<file path="config.mk">
export PLATFORM = sky130hd
export DESIGN_NAME = json_string_unescape_utf8_core
export DESIGN_NICKNAME = d
export VERILOG_FILES = /design/src/design/jsu_pkg.sv /design/src/design/jsu_front.sv /design/src/design/jsu_queue.sv /design/src/design/jsu_back.sv /design/src/design/json_string_unescape_utf8_core.sv
export SDC_FILE = /design/constraint.sdc
export NUM_CORES = 1
export LEC_CHECK = 0
export BUFFER_PORTS_ARGS = -buffer_cell sky130_fd_sc_hd__clkbuf_2
export CAP_MARGIN = 20
export CELL_PAD_IN_SITES_DETAIL_PLACEMENT = 0
export CELL_PAD_IN_SITES_GLOBAL_PLACEMENT = 1
export CORE_UTILIZATION = 57
export CTS_BUF_LIST = sky130_fd_sc_hd__clkbuf_16
export DETAILED_ROUTE_END_ITERATION = 12
export HOLD_SLACK_MARGIN = 0.08
export PLACE_DENSITY_LB_ADDON = 0.3
export SKIP_LAST_GASP = 1
export SYNTH_ARGS = -nofsm -noshare
export SYNTH_HDL_FRONTEND = slang
export SYNTH_HIERARCHICAL = 1
export SYNTH_SLANG_ARGS = --single-unit
</file>
<file path="constraint.sdc">
create_clock -name i_clk -period 10.25 [get_ports i_clk]
set_input_delay 1.025 -clock i_clk [delete_from_list [all_inputs] [get_ports i_clk]]
set_output_delay 1.025 -clock i_clk [all_outputs]
set_load 0.02 [all_outputs]
</file>
<file path="src/design/jsu_pkg.sv">
// Shared types, character codes and the UTF-8 encoder for the JSON string unescaper.
// Used by jsu_front, jsu_queue, jsu_back and json_string_unescape_utf8_core.
// No dependencies.
package jsu_pkg;

    // Command queue geometry
    localparam int QDEPTH = 4;
    localparam int QAW    = $clog2(QDEPTH);
    localparam int QCW    = $clog2(QDEPTH + 1);

    // Parser modes
    typedef enum logic [3:0] {
        M_IDLE = 4'd0,
        M_BODY = 4'd1,
        M_ESC  = 4'd2,
        M_HEX0 = 4'd3,
        M_HEX1 = 4'd4,
        M_HEX2 = 4'd5,
        M_HEX3 = 4'd6,
        M_BSL  = 4'd7,
        M_U    = 4'd8,
        M_LOW0 = 4'd9,
        M_LOW1 = 4'd10,
        M_LOW2 = 4'd11,
        M_LOW3 = 4'd12
    } t_mode;

    // Result kinds; on a command K_DATA means no closing result
    typedef enum logic [1:0] {
        K_DATA  = 2'd0,
        K_DONE  = 2'd1,
        K_ERROR = 2'd2
    } t_kind;

    // One classified input byte: up to four content bytes and an optional closing result
    typedef struct packed {
        logic [3:0][7:0] bytes;
        logic [2:0]      nbytes;
        t_kind           term;
    } t_cmd;

    // Character codes
    localparam logic [7:0] CH_QUOTE = 8'h22;
    localparam logic [7:0] CH_BSL   = 8'h5c;
    localparam logic [7:0] CH_SLASH = 8'h2f;
    localparam logic [7:0] CH_B     = 8'h62;
    localparam logic [7:0] CH_F     = 8'h66;
    localparam logic [7:0] CH_N     = 8'h6e;
    localparam logic [7:0] CH_R     = 8'h72;
    localparam logic [7:0] CH_T     = 8'h74;
    localparam logic [7:0] CH_U     = 8'h75;
    localparam logic [7:0] CH_SPACE = 8'h20;

    // Return {valid, value} for an ASCII hex digit
    function automatic logic [4:0] hex_digit(input logic [7:0] c);
        logic [4:0] r;
        r = '0;
        if (c >= 8'h30 && c <= 8'h39) begin
            r = {1'b1, 4'(c - 8'h30)};
        end else if (c >= 8'h61 && c <= 8'h66) begin
            r = {1'b1, 4'(c - 8'h57)};
        end else if (c >= 8'h41 && c <= 8'h46) begin
            r = {1'b1, 4'(c - 8'h37)};
        end
        return r;
    endfunction

    // Encode a code point as 1 to 4 UTF-8 bytes, first byte in slot 0
    function automatic t_cmd utf8_encode(input logic [20:0] cp);
        t_cmd c;
        c      = '0;
        c.term = K_DATA;
        if (cp <= 21'h7f) begin
            c.bytes[0] = cp[7:0];
            c.nbytes   = 3'd1;
        end else if (cp <= 21'h7ff) begin
            c.bytes[0] = {3'b110, cp[10:6]};
            c.bytes[1] = {2'b10, cp[5:0]};
            c.nbytes   = 3'd2;
        end else if (cp <= 21'hffff) begin
            c.bytes[0] = {4'b1110, cp[15:12]};
            c.bytes[1] = {2'b10, cp[11:6]};
            c.bytes[2] = {2'b10, cp[5:0]};
            c.nbytes   = 3'd3;
        end else begin
            c.bytes[0] = {5'b11110, cp[20:18]};
            c.bytes[1] = {2'b10, cp[17:12]};
            c.bytes[2] = {2'b10, cp[11:6]};
            c.bytes[3] = {2'b10, cp[5:0]};
            c.nbytes   = 3'd4;
        end
        return c;
    endfunction

endpackage

</file>
<file path="src/design/jsu_front.sv">
// Front end: parses one raw byte per transfer and turns it into a command.
// Depends on jsu_pkg; feeds jsu_queue.
module jsu_front import jsu_pkg::*; (
    input  logic       i_clk,
    input  logic       i_rst_n,
    input  logic       i_push,
    input  logic [7:0] i_in_byte,
    input  logic       i_end_of_text,
    input  logic       i_full,
    output logic       o_push,
    output t_cmd       o_cmd
);

    t_mode       r_mode, n_mode;
    logic [15:0] r_hex, n_hex;
    logic [9:0]  r_hi, n_hi;

    logic        accept;
    logic        err;
    logic        term;
    logic [4:0]  hd;
    logic [15:0] acc;
    t_cmd        cmd;

    assign accept = i_push && !i_full;

    // Hold parser state between transfers
    always_ff @(posedge i_clk) begin
        if (!i_rst_n) begin
            r_mode <= M_IDLE;
            r_hex  <= '0;
            r_hi   <= '0;
        end else if (accept) begin
            r_mode <= n_mode;
            r_hex  <= n_hex;
            r_hi   <= n_hi;
        end
    end

    // Classify the byte and build its command
    always_comb begin
        n_mode = r_mode;
        n_hex  = r_hex;
        n_hi   = r_hi;
        cmd    = '0;
        cmd.term = K_DATA;
        err    = 1'b0;
        term   = 1'b0;
        hd     = hex_digit(i_in_byte);
        acc    = {r_hex[11:0], hd[3:0]};

        case (r_mode)
            M_BODY: begin
                if (i_in_byte == CH_QUOTE) begin
                    cmd.term = K_DONE;
                    term     = 1'b1;
                end else if (i_in_byte < CH_SPACE) begin
                    err = 1'b1;
                end else if (i_in_byte == CH_BSL) begin
                    n_mode = M_ESC;
                end else begin
                    cmd.bytes[0] = i_in_byte;
                    cmd.nbytes   = 3'd1;
                end
            end
            M_ESC: begin
                n_mode     = M_BODY;
                cmd.nbytes = 3'd1;
                case (i_in_byte)
                    CH_QUOTE, CH_BSL, CH_SLASH: cmd.bytes[0] = i_in_byte;
                    CH_B: cmd.bytes[0] = 8'h08;
                    CH_F: cmd.bytes[0] = 8'h0c;
                    CH_N: cmd.bytes[0] = 8'h0a;
                    CH_R: cmd.bytes[0] = 8'h0d;
                    CH_T: cmd.bytes[0] = 8'h09;
                    CH_U: begin
                        cmd.nbytes = 3'd0;
                        n_hex      = '0;
                        n_mode     = M_HEX0;
                    end
                    default: begin
                        cmd.nbytes = 3'd0;
                        err        = 1'b1;
                    end
                endcase
            end
            M_HEX0, M_HEX1, M_HEX2, M_LOW0, M_LOW1, M_LOW2: begin
                if (!hd[4]) begin
                    err = 1'b1;
                end else begin
                    n_hex = acc;
                    case (r_mode)
                        M_HEX0:  n_mode = M_HEX1;
                        M_HEX1:  n_mode = M_HEX2;
                        M_HEX2:  n_mode = M_HEX3;
                        M_LOW0:  n_mode = M_LOW1;
                        M_LOW1:  n_mode = M_LOW2;
                        default: n_mode = M_LOW3;
                    endcase
                end
            end
            M_HEX3: begin
                if (!hd[4]) begin
                    err = 1'b1;
                end else begin
                    n_hex = acc;
                    if (acc inside {[16'hd800:16'hdbff]}) begin
                        // high surrogate: wait for the low half
                        n_hi   = acc[9:0];
                        n_mode = M_BSL;
                    end else if (acc inside {[16'hdc00:16'hdfff]}) begin
                        err = 1'b1;
                    end else begin
                        cmd    = utf8_encode({5'd0, acc});
                        n_mode = M_BODY;
                    end
                end
            end
            M_LOW3: begin
                if (!hd[4]) begin
                    err = 1'b1;
                end else begin
                    n_hex = acc;
                    if (acc inside {[16'hdc00:16'hdfff]}) begin
                        // join the pair: 0x10000 + (high << 10) + low
                        cmd    = utf8_encode({11'h040 + {1'b0, r_hi}, acc[9:0]});
                        n_mode = M_BODY;
                    end else begin
                        err = 1'b1;
                    end
                end
            end
            M_BSL: begin
                if (i_in_byte == CH_BSL) begin
                    n_mode = M_U;
                end else begin
                    err = 1'b1;
                end
            end
            M_U: begin
                if (i_in_byte == CH_U) begin
                    n_hex  = '0;
                    n_mode = M_LOW0;
                end else begin
                    err = 1'b1;
                end
            end
            default: begin
                // idle: expect the opening quote
                if (i_in_byte == CH_QUOTE) begin
                    n_mode = M_BODY;
                end else begin
                    err = 1'b1;
                end
            end
        endcase

        // Early end of text
        if (!term && !err && i_end_of_text) begin
            err = 1'b1;
        end
        if (err) begin
            cmd.term = K_ERROR;
            term     = 1'b1;
        end
        if (term) begin
            n_mode = M_IDLE;
        end
    end

    // Drop commands that carry no result
    assign o_push = accept && (cmd.nbytes != 3'd0 || cmd.term != K_DATA);
    assign o_cmd  = cmd;

    a_push_nonempty: assert property (@(posedge i_clk) disable iff (!i_rst_n)
        o_push |-> (o_cmd.nbytes != 3'd0 || o_cmd.term != K_DATA))
        else $error("empty command pushed");
    a_term_idle: assert property (@(posedge i_clk) disable iff (!i_rst_n)
        (o_push && o_cmd.term != K_DATA) |=> r_mode == M_IDLE)
        else $error("parser not idle after closing result");
    a_nbytes_range: assert property (@(posedge i_clk) disable iff (!i_rst_n)
        o_push |-> o_cmd.nbytes <= 3'd4)
        else $error("command byte count out of range");

endmodule

</file>
<file path="src/design/jsu_queue.sv">
// Short command queue between the parser front end and the result back end.
// Depends on jsu_pkg.
module jsu_queue import jsu_pkg::*; (
    input  logic i_clk,
    input  logic i_rst_n,
    input  logic i_push,
    input  t_cmd i_cmd,
    input  logic i_pop,
    output logic o_full,
    output logic o_empty,
    output t_cmd o_head
);

    t_cmd           r_mem [QDEPTH];
    logic [QAW-1:0] r_wp, r_rp;
    logic [QCW-1:0] r_count;

    // Store incoming commands
    always_ff @(posedge i_clk) begin
        if (i_push) begin
            r_mem[r_wp] <= i_cmd;
        end
    end

    // Advance pointers and occupancy
    always_ff @(posedge i_clk) begin
        if (!i_rst_n) begin
            r_wp    <= '0;
            r_rp    <= '0;
            r_count <= '0;
        end else begin
            if (i_push) begin
                r_wp <= r_wp + QAW'(1);
            end
            if (i_pop) begin
                r_rp <= r_rp + QAW'(1);
            end
            if (i_push && !i_pop) begin
                r_count <= r_count + QCW'(1);
            end else if (i_pop && !i_push) begin
                r_count <= r_count - QCW'(1);
            end
        end
    end

    assign o_full  = (r_count == QCW'(QDEPTH));
    assign o_empty = (r_count == '0);
    assign o_head  = r_mem[r_rp];

    a_count_max: assert property (@(posedge i_clk) disable iff (!i_rst_n)
        r_count <= QCW'(QDEPTH))
        else $error("queue count overflow");
    a_count_up: assert property (@(posedge i_clk) disable iff (!i_rst_n)
        (i_push && !i_pop) |=> r_count == $past(r_count) + QCW'(1))
        else $error("queue count did not advance on push");
    a_ptr_gap: assert property (@(posedge i_clk) disable iff (!i_rst_n)
        (r_count != QCW'(QDEPTH) && r_count != '0) |-> r_wp != r_rp)
        else $error("queue pointers out of step with count");

endmodule

</file>
<file path="src/design/jsu_back.sv">
// Back end: walks each queued command and presents one result per cycle while commands wait and results are popped.
// Depends on jsu_pkg; reads the head of jsu_queue.
module jsu_back import jsu_pkg::*; (
    input  logic       i_clk,
    input  logic       i_rst_n,
    input  logic       i_q_empty,
    input  t_cmd       i_head,
    input  logic       i_pop,
    output logic       o_q_pop,
    output logic       o_empty,
    output logic [7:0] o_out_byte,
    output logic [1:0] o_kind,
    output logic       o_last
);

    logic [2:0] r_pos;
    logic       r_out_valid;
    logic [7:0] r_out_byte;
    t_kind      r_out_kind;
    logic       r_out_last;

    logic       ld;
    logic       is_byte;
    logic       last_res;

    // Load the output register when it is free or being drained
    assign ld      = !i_q_empty && (!r_out_valid || i_pop);
    assign is_byte = (r_pos < i_head.nbytes);
    assign last_res = is_byte ?
        ((r_pos == i_head.nbytes - 3'd1) && (i_head.term == K_DATA)) : 1'b1;
    assign o_q_pop = ld && last_res;

    // Step through the head command
    always_ff @(posedge i_clk) begin
        if (!i_rst_n) begin
            r_pos       <= '0;
            r_out_valid <= 1'b0;
        end else begin
            if (ld) begin
                r_pos       <= last_res ? 3'd0 : r_pos + 3'd1;
                r_out_valid <= 1'b1;
            end else if (i_pop) begin
                r_out_valid <= 1'b0;
            end
        end
    end

    // Capture the result payload
    always_ff @(posedge i_clk) begin
        if (ld) begin
            r_out_byte <= is_byte ? i_head.bytes[r_pos[1:0]] : 8'h00;
            r_out_kind <= is_byte ? K_DATA : i_head.term;
            r_out_last <= last_res;
        end
    end

    assign o_empty    = !r_out_valid;
    assign o_out_byte = r_out_byte;
    assign o_kind     = r_out_kind;
    assign o_last     = r_out_last;

    a_term_last: assert property (@(posedge i_clk) disable iff (!i_rst_n)
        (r_out_valid && r_out_kind != K_DATA) |-> r_out_last)
        else $error("closing result not marked last");
    a_pos_restart: assert property (@(posedge i_clk) disable iff (!i_rst_n)
        o_q_pop |=> r_pos == 3'd0)
        else $error("position not cleared after command");
    a_pos_range: assert property (@(posedge i_clk) disable iff (!i_rst_n)
        r_pos <= 3'd4)
        else $error("position beyond command length");

endmodule

</file>
<file path="src/design/json_string_unescape_utf8_core.sv">
// Top level of the JSON string unescaper: front end, command queue, back end.
// Depends on jsu_pkg, jsu_front, jsu_queue, jsu_back.
//
//  Channel  | Handshake            | Payload
//  ---------+----------------------+------------------------------------
//  input    | push / full          | i_in_byte[7:0], i_end_of_text
//  result   | pop / empty          | o_out_byte[7:0], o_kind[1:0], o_last
//
// A byte is parsed in the cycle it is taken; its command is written to the queue, and its
// results then pass one per cycle through the output register while they are popped.
// Sustained rate is one byte per cycle while each byte gives at most one result and results
// are popped every cycle; the back end emits one result per cycle, so a byte with more results holds it back.
// The four-entry command queue decouples the two sides; full rises when it fills.
// Reset is synchronous, active low, and returns the parser to idle with the queue empty.
module json_string_unescape_utf8_core import jsu_pkg::*; (
    input  logic       i_clk,
    input  logic       i_rst_n,
    input  logic       push,
    output logic       full,
    input  logic [7:0] i_in_byte,
    input  logic       i_end_of_text,
    output logic       empty,
    input  logic       pop,
    output logic [7:0] o_out_byte,
    output logic [1:0] o_kind,
    output logic       o_last
);

    logic q_push;
    logic q_pop;
    logic q_full;
    logic q_empty;
    t_cmd q_in;
    t_cmd q_head;

    // Parse incoming bytes
    jsu_front u_front (
        .i_clk         (i_clk),
        .i_rst_n       (i_rst_n),
        .i_push        (push),
        .i_in_byte     (i_in_byte),
        .i_end_of_text (i_end_of_text),
        .i_full        (q_full),
        .o_push        (q_push),
        .o_cmd         (q_in)
    );

    // Buffer commands
    jsu_queue u_queue (
        .i_clk   (i_clk),
        .i_rst_n (i_rst_n),
        .i_push  (q_push),
        .i_cmd   (q_in),
        .i_pop   (q_pop),
        .o_full  (q_full),
        .o_empty (q_empty),
        .o_head  (q_head)
    );

    // Emit results
    jsu_back u_back (
        .i_clk      (i_clk),
        .i_rst_n    (i_rst_n),
        .i_q_empty  (q_empty),
        .i_head     (q_head),
        .i_pop      (pop),
        .o_q_pop    (q_pop),
        .o_empty    (empty),
        .o_out_byte (o_out_byte),
        .o_kind     (o_kind),
        .o_last     (o_last)
    );

    assign full = q_full;

endmodule

</file>
======== Word-level counts from Yosys, hierarchy flattened ========
Memory sizes are Yosys's and may differ from the RTL's. A register that Yosys moved wholly into a read port is not among the register bits.
Cells that the tools add are included.
word-level totals
  bits in writable memories ............... 148
  word-level logic and storage cells ...... 191
  memories ................................ 1
  latch bits .............................. 0
  memory bits (read-only) ................. 0
  input port bits ......................... 13
  flip-flop bits (word level) ............. 48
  output and inout bits ................... 13
cells by class
  muxes and demuxes ....................... 76
  $lt $le $gt $ge ......................... 18
  equal/unequal tests ..................... 35
  shifts and indexed selects .............. 0
  divide/modulo/power cells ............... 0
  add/sub/neg operators ................... 10
  bitwise logic cells ..................... 0
  multiply operators ...................... 0
  reductions and logical operators ........ 40
memory list
  name           depth  bits a word  rd ports  clocked after memory_dff  write ports  RTL line         source
  u_queue.r_mem  4      37           1         1                         1            jsu_queue.sv:14  t_cmd r_mem [QDEPTH];
operator list
  kind                                                                     count
  37-bit two-way mux                                                       5
  8-bit by 7-bit == test with 1-bit output, second input constant          7
  11-bit two-way mux                                                       5
  4-bit two-way mux                                                        13
  24-bit two-way mux                                                       2
  24-bit one-hot mux with 2 select lines                                   1
  8-bit one-hot mux with 6 select lines                                    1
  11-bit one-hot mux with 4 select lines                                   1
  16-bit greater-or-equal comparator, second input constant                2
  16-bit <= comparator, second input constant                              2
  4-bit one-hot mux with 7 select lines                                    1
  25-bit two-way mux                                                       1
  12-bit two-way mux                                                       2
  8-bit two-way mux                                                        3
  12-bit one-hot mux with 2 select lines                                   1
  1-bit two-way mux                                                        23
  21-bit by 11-bit <= comparator with 1-bit output, second input constant  1
  21-bit by 16-bit <= comparator with 1-bit output, second input constant  1
  21-bit by 7-bit <= comparator with 1-bit output, second input constant   1
  3-bit by 1-bit != test with 1-bit output, second input constant          7
  4-bit == test, second input constant                                     5
  4-bit one-hot mux with 5 select lines                                    1
  19-bit two-way mux                                                       1
  17-bit two-way mux                                                       1
  other kinds (46)                                                         91

======== Longest topological paths before layout ========
  depth in word-level cells ............... 23
  depth in mapped cells ................... 16
  mapped depth without buffers ............ 15

======== Hierarchy ========
The synthesis kept the hierarchy.
modules (own cells, without submodules)
  module     cells each  times used  area an instance (µm²)  seq. area each (µm²)
  jsu_queue  236         1           5840.6                  4624.4
  jsu_front  437         1           3143.0                  520.5
  jsu_back   70          1           918.4                   410.4

======== Worst setup path after synthesis ========
No wires, ideal clock.
  path kind ............................... input to register
  start point ............................. in i_in_byte[0]
  end point ............................... mem u_queue/r_mem[0][0] (netlist bit), enable pin
  buffers on the path ..................... 2
  arrival time ............................ 4.217 ns
  data required time ...................... 9.852 ns
  path slack .............................. 5.636 ns
  setup time .............................. 0.398 ns
  stages on the path ...................... 10
  cell sequence ........................... clkbuf_1 > inv_1 > ha_1 > or3b_2 > and3_4 > nor2_4 > or4_1 > clkbuf_2 > a41oi_1 > and2_1
on the way
  longest elaborated chain between the ends .. 21
  elaborated cells between the ends (all ways) .. 82
  those cells by class .................... add/sub (3); order compare (16); eq/ne (9); mux (39); reduce/logical (15)
RTL lines
  element                                                                                                                                RTL line                              source
  start: declaration                                                                                                                     json_string_unescape_utf8_core.sv:20  input logic [7:0] i_in_byte,
  8-bit by 7-bit greater-or-equal comparator with 1-bit output / 8-bit by 7-bit <= comparator with 1-bit output (equally long branches)  jsu_pkg.sv:62                         end else if (c >= 8'h41 && c <= 8'h46) begin
  1-bit logical AND                                                                                                                      jsu_pkg.sv:62
  5-bit two-way mux                                                                                                                      jsu_pkg.sv:62
  5-bit two-way mux                                                                                                                      jsu_pkg.sv:60                         end else if (c >= 8'h61 && c <= 8'h66) begin
  5-bit two-way mux                                                                                                                      jsu_pkg.sv:58                         if (c >= 8'h30 && c <= 8'h39) begin
  16-bit greater-or-equal comparator / 16-bit <= comparator (equally long branches)                                                      jsu_front.sv:111, jsu_front.sv:124
  1-bit logical AND                                                                                                                      jsu_front.sv:111, jsu_front.sv:124
  1-bit two-way mux                                                                                                                      jsu_front.sv:111                      end else if (acc inside {[16'hdc00:16'hdfff]}) begin
  (+6 left out)                                                                                                                          -
  1-bit two-way mux                                                                                                                      jsu_front.sv:159                      if (!term && !err && i_end_of_text) begin
  2-bit two-way mux                                                                                                                      jsu_front.sv:162                      if (err) begin
  2-bit nonzero test                                                                                                                     jsu_front.sv:172                      assign o_push = accept && (cmd.nbytes != 3'd0 || cmd.term != K_DATA);
  1-bit logical OR *                                                                                                                     jsu_front.sv:172
  1-bit logical AND *                                                                                                                    jsu_front.sv:172
  net q_push                                                                                                                             json_string_unescape_utf8_core.sv:29  logic q_push;
  1-bit two-way mux *                                                                                                                    jsu_queue.sv:20                       if (i_push) begin
  1-bit two-way mux (not written as such) *                                                                                              jsu_queue.sv:21                       r_mem[r_wp] <= i_cmd;
  end: declaration                                                                                                                       jsu_queue.sv:14
Mark *: on every way through the listed nets, which the timed path passes. The rest lies on a longest branch.

======== Worst setup path in the final report ========
  start point ............................. in i_in_byte[0]
  end point ............................... reg u_queue.r_count[2]
on the way
  longest elaborated chain between the ends .. 22
  elaborated cells between the ends (all ways) .. 85
  those cells by class .................... add/sub (3); order compare (16); eq/ne (9); mux (38); reduce/logical (19)
RTL lines
  element                                                                                                                                RTL line                              source
  8-bit by 7-bit greater-or-equal comparator with 1-bit output / 8-bit by 7-bit <= comparator with 1-bit output (equally long branches)  jsu_pkg.sv:62
  1-bit logical AND                                                                                                                      jsu_pkg.sv:62
  5-bit two-way mux                                                                                                                      jsu_pkg.sv:62
  5-bit two-way mux                                                                                                                      jsu_pkg.sv:60
  5-bit two-way mux                                                                                                                      jsu_pkg.sv:58
  16-bit greater-or-equal comparator / 16-bit <= comparator (equally long branches)                                                      jsu_front.sv:111, jsu_front.sv:124
  1-bit logical AND                                                                                                                      jsu_front.sv:111, jsu_front.sv:124
  1-bit two-way mux                                                                                                                      jsu_front.sv:111
  (+7 left out)                                                                                                                          -
  2-bit two-way mux                                                                                                                      jsu_front.sv:162
  2-bit nonzero test                                                                                                                     jsu_front.sv:172
  1-bit logical OR *                                                                                                                     jsu_front.sv:172
  1-bit logical AND *                                                                                                                    jsu_front.sv:172
  net q_push                                                                                                                             json_string_unescape_utf8_core.sv:29
  1-bit logical NOT                                                                                                                      jsu_queue.sv:40                       end else if (i_pop && !i_push) begin
  1-bit logical AND                                                                                                                      jsu_queue.sv:40
  2-bit nonzero test (no line)                                                                                                           -
  end signal: assignment                                                                                                                 jsu_queue.sv:39                       r_count <= r_count + QCW'(1);
  end signal: assignment                                                                                                                 jsu_queue.sv:41                       r_count <= r_count - QCW'(1);
  end: declaration                                                                                                                       jsu_queue.sv:16                       logic [QCW-1:0] r_count;
Marked as above.
A chain may end at the register's enable or synchronous reset.

==> results.toml <==
[status]
outcome = "finished, final reports clean"

[routing]
initialDrtViolationCount = 493
viasPerCell = 6.495
drtPass1Iterations = 5
wl_um = 22850
drc_errors = 0
postRouteAntennaNets = 0
num_vias = 6443
detail_route.wl_per_cell_um = 23.04

[worst_hold_path]
hold_path_class = "flop to flop"

[sta]
setup-violations-final = 0
rsz0062_at_grt = "no"
period_minus_slack_ns = 4.658
fin_crit_sh_pct = 45.45
timing.hold.ws_ns = 0.5451
finalHoldViolations = 0
fmax_ghz = 0.2147
tightest_slew_ns = 1.001
maxSlewHeadroom_pct = 32.31
worst_clock_skew_ns = 0.01093
tns_ns = 0
slew_viol_final = 0

[place]
placed_cell_area_um2 = 10120
dp_hpwl_um = 15220
gp_congestion = 0.9567
dpl.cell_count = 959
portBuffers = 25

[yosys]
synth.most_common_cell = "edfxtp_1"
synthArstFlopShare_pct = 0
avgSynthCellArea_um2 = 13.33
synth_cell_types = 93
synth.top_cells.by_count = "159 x edfxtp_1, 43 x nand2_1, 39 x dfxtp_1"
syn_inst = 743
ys_seq_area_share_pct = 56.10
synthFlopType = "edfxtp_1"
synth_area_leaders = "edfxtp_1 48%, mux4_2 8.6%, dfxtp_1 7.9%"
synth-seq-cells = 198
synth_edf_count = 159
synth.top_cell.area_share_pct = 48.22
ys_warn_count = 6
synth_top_area_cell = "edfxtp_1"
synth_area_um2 = 9902

[grt]
antenna_found_initial = 0
grt_max_degree = 38
grt-ovfl-total = 0
grt_util_all_layers_pct = 26.74
grt_pass1_vias = 6197
grt_pass1_wl_um = 35170

[clock_tree]
clk_latency_ns = 0.44
cts_tree = "done"
numCtsBuffers = 17
post_cts_resized = 0
cts.path.max_buffers = 2
numClockSinks = 198
post_cts_buffers = 0
ctsHoldBuffers = 0
root_buffer = "clkbuf_16"
htree_levels = 4
clk_pin_slew_ns = 0.07

[layout]
final_core_util_pct = 63.89
num-nets-final = 789
filler_cell_count = 1219
area_growth_pct = 8.138
diodes = 0
drive_gt1_share_pct = 18.01
stdcell_count = 992
finish.instance_area_um2 = 10710

[die]
boundaryPins = 26
die-area_um2 = 17900
fp-row-count = 47
die_x_um = 133.8
start_util_pct = 59.08
die_h_um = 133.8
core_um2 = 16760

[critical_path]
crit_chain = "clkbuf_2 -> inv_1 -> ha_1 -> nor3b_1 -> nor3_2 -> nor2_4 -> or4_1 -> a41oi_1 -> ha_1 -> inv_1 -> fa_1 -> xor2_1 -> or3_1 -> a21boi_0"
cp.required_ns = 10.61
path_max_fanout = 11
cp_slowest_stage_delay_ns = 0.69
cp-end-kind = "flop"
start_kind = "input pin"
critical_path_class = "input pin to flop"
critPathSlowestCell = "or4_1"
cp_data_arrival_time_ns = 5.01

[power]
vdd_drop_max_mv = 0.1179
p_leak_nw = 3.637
p_per_area_nw_per_um2 = 209.2

[job]
drv_cap = 0
-- cells in the final DEF, fill, tap and decap left out, types with 19 or more instances in the layout --
master / n
edfxtp_1: 159
nor2_1: 34
a21oi_1: 30
clkbuf_2: 26
mux4_2: 38
and2_1: 22
inv_1: 21
nand2_1: 43
nor2b_1: 37
o21ai_0: 28
dfxtp_1: 38
nand3_1: 19
-- final timing paths --
| kind | slack (ns) | from | depth (start not counted) | endpoint |
|---|---|---|---|---|
| worst min register to register | 0.55 | u_queue/r_count[2] | 2 | u_queue/r_count[2] |
| worst max-delay path | 5.59 | i_in_byte[0] | 14 | u_queue/r_count[2] |
| worst max register to register | 5.83 | u_front/r_mode[0] | 12 | u_queue/r_count[2] |
| worst min-delay path | 0.55 | u_queue/r_count[2] | 2 | u_queue/r_count[2] |
-- per-stage QoR --
| step | worst slack [ns] | total power (W) |
|---|---|---|
| 2_1_floorplan | 5.636 | 0.001478 |
| 3_3_place_gp | 5.406 | 0.001569 |
| 3_5_place_dp | 5.134 | 0.001595 |
| 4_1_cts | 5.589 | 0.002262 |
| 5_1_grt | 5.293 | 0.002333 |
| 6_report | 5.592 | 0.002240 |
-- sequential cells by signal, summed over array words and instances (netlist names), 2 cells and up, named ones only --
| register | count |
|---|---|
| u_front/r_hi | 10 |
| u_queue/r_count | 3 |
| u_queue/r_wp | 2 |
| u_queue/r_rp | 2 |
| u_queue/r_mem | 148 |
| u_front/r_hex | 12 |
| u_front/r_mode | 4 |
| u_back/o_out_byte | 8 |
| u_back/o_kind | 2 |
| u_back/r_pos | 3 |
-- logic make-up after synthesis --
logic type / Yosys count / share of synthesized area (%)
buffers and inverters: 64 / 3.601
other: 1 / 0.03787
DFF: 198 / 56.10
adders and majority gates: 17 / 2.224
and+or+nand+nor: 254 / 15.16
xor gates and xnor gates: 12 / 1.061
AOI/OAI and AO/OA: 141 / 10.17
muxes: 56 / 11.64
-- area by class of cell --
| type | count | area [um^2] | area share (%) |
|---|---|---|---|
| Inverter | 22 | 82.58 | 0.7712 |
| Clock inverter | 15 | 157.7 | 1.472 |
| Multi-Input combinational cell | 483 | 3998 | 37.33 |
| Timing Repair Buffer | 37 | 212.7 | 1.986 |
| Sequential cell | 198 | 5557 | 51.89 |
| Clock buffer | 17 | 425.4 | 3.973 |
| Tap cell | 220 | 275.3 | 2.571 |
-- critical path: cells and delay by family --
kind | cells | cell delay (ns)
buffers and inverters | 3 | 0.37
AOI/OAI and AO/OA | 2 | 0.78
xor gates and xnor gates | 1 | 0.18
adders and majority gates | 3 | 0.99
and+or+nand+nor | 5 | 1.68
-- layer usage --
layer / GRT usage (%) / part of all wire, %
met5: 0 / 0
met4: 10.16 / 2.8
met3: 3.779 / 5.2
met2: 45.97 / 51
met1: 34.52 / 41
-- power breakdown --
group	internal [W]	switching [W]
logic	0.000248	0.000286
registers	0.000991	0.0000551
clock network	0.000346	0.000313
total	0.00158	0.000655
(Power assumes the default switching activity.)
